===== src/hw/rtl/fnc_pkg.sv =====
// Shared types and constants for the fuzzy norm combiner.
`timescale 1ns / 1ps

package fnc_pkg;

  localparam int unsigned KEY_W        = 16;
  localparam int unsigned DEG_W        = 17;
  localparam int unsigned CNT_W        = 11;
  localparam int unsigned OP_W         = 3;
  localparam int unsigned SUM_W        = DEG_W + 1;
  localparam int unsigned AB_W         = 33;
  localparam int unsigned NUM_W        = 50;
  localparam int unsigned DEN_W        = 34;
  localparam int unsigned QUO_W        = 17;
  localparam int unsigned SET_SIZE_MAX = 1024;

  localparam logic [DEG_W-1:0] FX_ONE = DEG_W'(65536);

  typedef enum logic [OP_W-1:0] {
    OP_MIN   = 3'd0,
    OP_PROD  = 3'd1,
    OP_EPROD = 3'd2,
    OP_DPROD = 3'd3,
    OP_MAX   = 3'd4,
    OP_PSUM  = 3'd5,
    OP_ESUM  = 3'd6,
    OP_DSUM  = 3'd7
  } op_t;

  // Fields that ride alongside the divider stages.
  typedef struct packed {
    logic [KEY_W-1:0] key;
    logic             last;
    logic             bad;
    op_t              op;
    logic [DEG_W-1:0] simple;
  } side_t;

endpackage


===== src/hw/rtl/fnc_div.sv =====
// Pipelined restoring divider, one quotient bit per stage, with sideband.
`timescale 1ns / 1ps

module fnc_div (
  input  logic                     clk,
  input  logic                     rst,
  input  logic                     en,
  input  logic                     in_valid,
  input  logic [fnc_pkg::NUM_W-1:0] num,
  input  logic [fnc_pkg::DEN_W-1:0] den,
  input  fnc_pkg::side_t           side_in,
  output logic                     out_valid,
  output logic [fnc_pkg::QUO_W-1:0] quo,
  output fnc_pkg::side_t           side_out
);
  import fnc_pkg::*;

  logic             v_r    [QUO_W];
  logic [NUM_W-1:0] rem_r  [QUO_W];
  logic [DEN_W-1:0] den_r  [QUO_W];
  logic [QUO_W-1:0] q_r    [QUO_W];
  side_t            side_r [QUO_W];

  for (genvar j = 0; j < QUO_W; j++) begin : g_stage
    logic             v_prev;
    logic [NUM_W-1:0] rem_prev;
    logic [DEN_W-1:0] den_prev;
    logic [QUO_W-1:0] q_prev;
    side_t            side_prev;
    logic [NUM_W-1:0] den_sh;
    logic [NUM_W:0]   diff;

    if (j == 0) begin : g_first
      assign v_prev    = in_valid;
      assign rem_prev  = num;
      assign den_prev  = den;
      assign q_prev    = '0;
      assign side_prev = side_in;
    end else begin : g_next
      assign v_prev    = v_r[j-1];
      assign rem_prev  = rem_r[j-1];
      assign den_prev  = den_r[j-1];
      assign q_prev    = q_r[j-1];
      assign side_prev = side_r[j-1];
    end

    assign den_sh = NUM_W'(den_prev) << (QUO_W - 1 - j);
    assign diff   = {1'b0, rem_prev} - {1'b0, den_sh};

    always_ff @(posedge clk) begin
      if (rst) begin
        v_r[j] <= 1'b0;
      end else if (en) begin
        v_r[j] <= v_prev;
      end
    end

    always_ff @(posedge clk) begin
      if (en) begin
        den_r[j]  <= den_prev;
        side_r[j] <= side_prev;
        if (diff[NUM_W]) begin
          rem_r[j] <= rem_prev;
          q_r[j]   <= q_prev;
        end else begin
          rem_r[j] <= diff[NUM_W-1:0];
          q_r[j]   <= q_prev | (QUO_W'(1) << (QUO_W - 1 - j));
        end
      end
    end
  end

  assign out_valid = v_r[QUO_W-1];
  assign quo       = q_r[QUO_W-1];
  assign side_out  = side_r[QUO_W-1];

endmodule


===== config.mk =====
export PLATFORM = sky130hd
export DESIGN_NAME = fnc_div
export DESIGN_NICKNAME = d
export VERILOG_FILES = /design/src/hw/rtl/fnc_pkg.sv /design/src/hw/rtl/fnc_div.sv
export SDC_FILE = /design/constraint.sdc
export NUM_CORES = 2
export LEC_CHECK = 0
export BUFFER_PORTS_ARGS = -buffer_cell sky130_fd_sc_hd__buf_2
export CAP_MARGIN = 0
export CELL_PAD_IN_SITES_DETAIL_PLACEMENT = 1
export CELL_PAD_IN_SITES_GLOBAL_PLACEMENT = 1
export CORE_MARGIN = 2
export CORE_UTILIZATION = 50
export CTS_BUF_LIST = sky130_fd_sc_hd__clkbuf_4 sky130_fd_sc_hd__clkbuf_8 sky130_fd_sc_hd__clkbuf_16
export DETAILED_ROUTE_END_ITERATION = 8
export HOLD_SLACK_MARGIN = 0.03
export PLACE_DENSITY = 0.79
export SETUP_SLACK_MARGIN = 0.2
export SLEW_MARGIN = 20
export SYNTH_ARGS = -nofsm -noshare
export SYNTH_HDL_FRONTEND = slang
export SYNTH_SLANG_ARGS = --single-unit

===== constraint.sdc =====
create_clock -name clk -period 6 [get_ports clk]
set_input_delay 1.2 -clock clk [delete_from_list [all_inputs] [get_ports clk]]
set_output_delay 1.2 -clock clk [all_outputs]
set_load 0.01 [all_outputs]

==> impl_metrics.py <==
metrics = {
    "outcome": {
        "status": "finished, final reports clean",
    },
    "yosys": {
        "synth_cell_types": 95,
        "synth_adder_area_share": 0.0726,
        "async_flop_share": 0,
        "syn_area_um2": 104000,
        "syn_nets": 9039,
        "synth_area_per_cell_um2": 12.5,
        "synth_edf_count": 2159,
        "muxShareOfSynthArea": 0.00844,
        "synth_area_leader_cell": "edfxtp_1",
        "ys_warn_count": 0,
        "syn-instance-count": 8320,
        "synth-seq-cells": 2160,
        "synthFlopType": "edfxtp_1",
        "ys_seq_area_frac": 0.624,
        "synth_area_leaders": "edfxtp_1 62%, ha_1 6.9%, o21ai_0 3.1%",
        "synth-xor-area-share": 0.0491,
        "synth_top_family_by_area": "compound AO/OA/AOI/OAI gates",
        "synth_simple_gate_area_share": 0.0820,
        "synth_top_area_frac": 0.624,
        "synth_compound_area_frac": 0.129,
    },
    "setup_path": {
        "start_kind": "flip-flop",
        "required_ns": 6.61,
        "cp_data_arrival_time_ns": 5.64,
        "cp-endpoint": "rem_r[4][13]$_DFFE_PP_",
        "r2r_end": "rem_r[4][13]$_DFFE_PP_",
        "cp_max_fo": 63,
        "path_class": "flip-flop to flip-flop",
        "reg2reg_depth": 15,
        "r2r_start": "rem_r[3][12]$_DFFE_PP_",
        "crit_path_start": "rem_r[3][12]$_DFFE_PP_",
        "critPathCaptureType": "flip-flop",
        "rrSetupSlack_ns": 0.96,
    },
    "clocking": {
        "cts_setup_buffers": 0,
        "clk_pin_slew_ns": 0.06,
        "htreeDepth": 4,
        "cts_made_buffers": 224,
        "cts.sinks": 2160,
        "cts_tree": "done",
        "root_buffer": "clkbuf_16",
        "holdBufCountCts": 0,
        "clockBufferDepth": 3,
        "cts_resized": 0,
        "clock_latency_ns": 0.87,
    },
    "sta": {
        "clock.fmax_ghz": 0.199,
        "relSlewSlack": 0.218,
        "fin_setup_tns_ns": 0,
        "hold-worst-slack_ns": 0.407,
        "grt_setup_unrepaired": "false",
        "tightest_slew_ns": 1.17,
        "hold_viol": 0,
        "drv_slew": 0,
        "setup_viol": 0,
        "setup_ws_ns": 0.964,
        "finalCriticalPeriod_ns": 5.04,
        "timing.final.crit_share": 0.839,
        "skew_ns": 0.0608,
    },
    "floorplan": {
        "initial_core_util": 0.502,
        "num_rows": 167,
        "die_x_um": 460,
        "core_area_um2": 207000,
        "die_y_um": 460,
        "io_pins": 182,
        "dieArea_um2": 211000,
    },
    "routing": {
        "detail_route.iter0.violations": 3104,
        "routed-via-count": 63352,
        "drtAntennaViolNets": 0,
        "drc_errors": 0,
        "post_drt_wl_per_cell_um": 18.9,
        "vias_per_cell": 5.52,
        "postRouteWirelength_mm": 216,
        "drtPass1Iterations": 5,
    },
    "global_routing": {
        "track_usage": 0.203,
        "grt_pass1_vias": 68594,
        "grt_overflow": 0,
        "grt_max_degree": 194,
        "antenna_found_initial": 1,
        "grt_pass1_wl_mm": 348,
    },
    "layout": {
        "drive_gt1_frac": 0.0888,
        "area_growth_pct": 11.7,
        "finalNetCount": 9293,
        "final_cell_mix": "2,159 x edfxtp_1, 738 x nand2_1, 731 x inv_1, 651 x o21ai_0, 577 x ha_1",
        "final_common_cell": "edfxtp_1",
        "fillers": 20682,
        "finalNonFillerCells": 11469,
    },
    "pwr": {
        "finalPower_uw": 42400,
        "p_sw_frac": 0.279,
        "vdd_drop_max_v": 0.000340,
        "p_int_uw": 30600,
        "power_density_nw_per_um2": 365,
        "p_leak_uw": 0.0461,
        "comb_power_share": 0.207,
        "p_clk_frac": 0.338,
        "net-switching-power_uw": 11800,
        "seqPwrFrac": 0.455,
    },
    "flow_run": {
        "cap_violations": 0,
    },
    "worst_hold_path": {
        "hold_start": "side_r[5][33]$_DFFE_PP_",
        "min_path_type": "flip-flop to flip-flop",
    },
    "place": {
        "portBuffers": 181,
        "dpl_worst_slack_ns": 0.813,
        "dp.cells": 11052,
        "hpwl_mm": 161,
        "gp_congestion": 0.930,
    },
}
[power groups by stage]
stage / Sequential (µW) / Clock [µW] / Combinational, µW
3_3_place_gp: 19500 / 0 / 8330
3_5_place_dp: 19600 / 0 / 8710
5_1_grt: 19400 / 15200 / 9780
6_report: 19300 / 14300 / 8780
4_1_cts: 19300 / 14700 / 8800
2_1_floorplan: 19200 / 0 / 6480
[layer usage]
layer  global-route usage  part of all wire  vias to the layer above
met2                0.398              0.55                      909
met3               0.0279             0.026                      483
met1                0.216              0.39                    30798
met4               0.0803             0.037                        0
met5                    0                 0                        -
li1                     -                 -                    31162
[worst min path at each step]
stage | cells past startpoint | slack (ns) | to
finish | 0 | 0.41 | side_r[6][33]$_DFFE_PP_
global placement | 0 | 0.40 | side_r[4][5]$_DFFE_PP_
detailed placement | 0 | 0.41 | side_r[14][5]$_DFFE_PP_
floorplan | 0 | 0.40 | q_r[10][10]$_DFFE_PP_
global route | 0 | 0.42 | side_r[7][2]$_DFFE_PP_
CTS | 1 | 0.41 | side_r[0][36]$_DFFE_PP_
[metrics by stage]
| stage | area (µm²) | util |
|---|---|---|
| 2_1_floorplan | 104000 | - |
| 3_3_place_gp | 108000 | 0.523 |
| 3_5_place_dp | 108000 | 0.523 |
| 4_1_cts | 116000 | 0.561 |
| 5_1_grt | 116000 | 0.561 |
| 6_report | 116000 | 0.561 |
[registers in the layout (all words and copies together), names as in the netlist]
name and flops:
den_r 544, v_r 17, rem_r 800, q_r 153, side_r 646
[synth_stat cells, types with 56 or more instances]
master	n
a21o_1	337
nand2_1	741
o21a_1	86
and2_1	57
nor2_1	337
o21ai_0	651
inv_1	731
a31oi_1	57
nand3_1	102
ha_1	577
mux2_2	77
xnor2_1	301
nand2b_1	83
o21bai_1	72
nand4_1	81
edfxtp_1	2159
clkbuf_1	192
xor2_1	281
o31ai_1	56
nor4_1	60
a21oi_1	557
nor2b_1	67
nor3_1	103
[logic make-up after synthesis]
group | count (synthesis)
flip-flops | 2160
AO/OA/AOI/OAI | 2143
AND/OR/NAND/NOR | 1807
buffers and inverters | 957
adder cells (fa/ha/maj) | 593
XOR/XNOR | 582
multiplexers | 78
[area by class of cell]
class,instances,area (µm²),area share
Antenna cell,2,5.00,0.0000431
Clock buffer,265,5930,0.0511
Clock inverter,150,1860,0.0160
Inverter,733,2750,0.0237
Multi-Input combinational cell,5203,35600,0.307
Sequential cell,2160,64900,0.559
Tap cell,2704,3380,0.0292
Timing Repair Buffer,252,1670,0.0144
[critical path: stages (launching register included)]
cell and delay [ns]:
edfxtp_1 0.39, inv_1 0.08, ha_1 0.16, inv_1 0.05, fa_1 0.42, a211oi_1 0.34
o21ai_0 0.17, a31o_2 0.29, nand4_1 0.19, nand2_1 0.10, a311oi_1 0.71, o31ai_1 0.32
a32o_1 0.38, o31ai_4 0.41, buf_12 0.29, mux2_2 0.39
No activity file was read; power rests on OpenSTA's default activity.
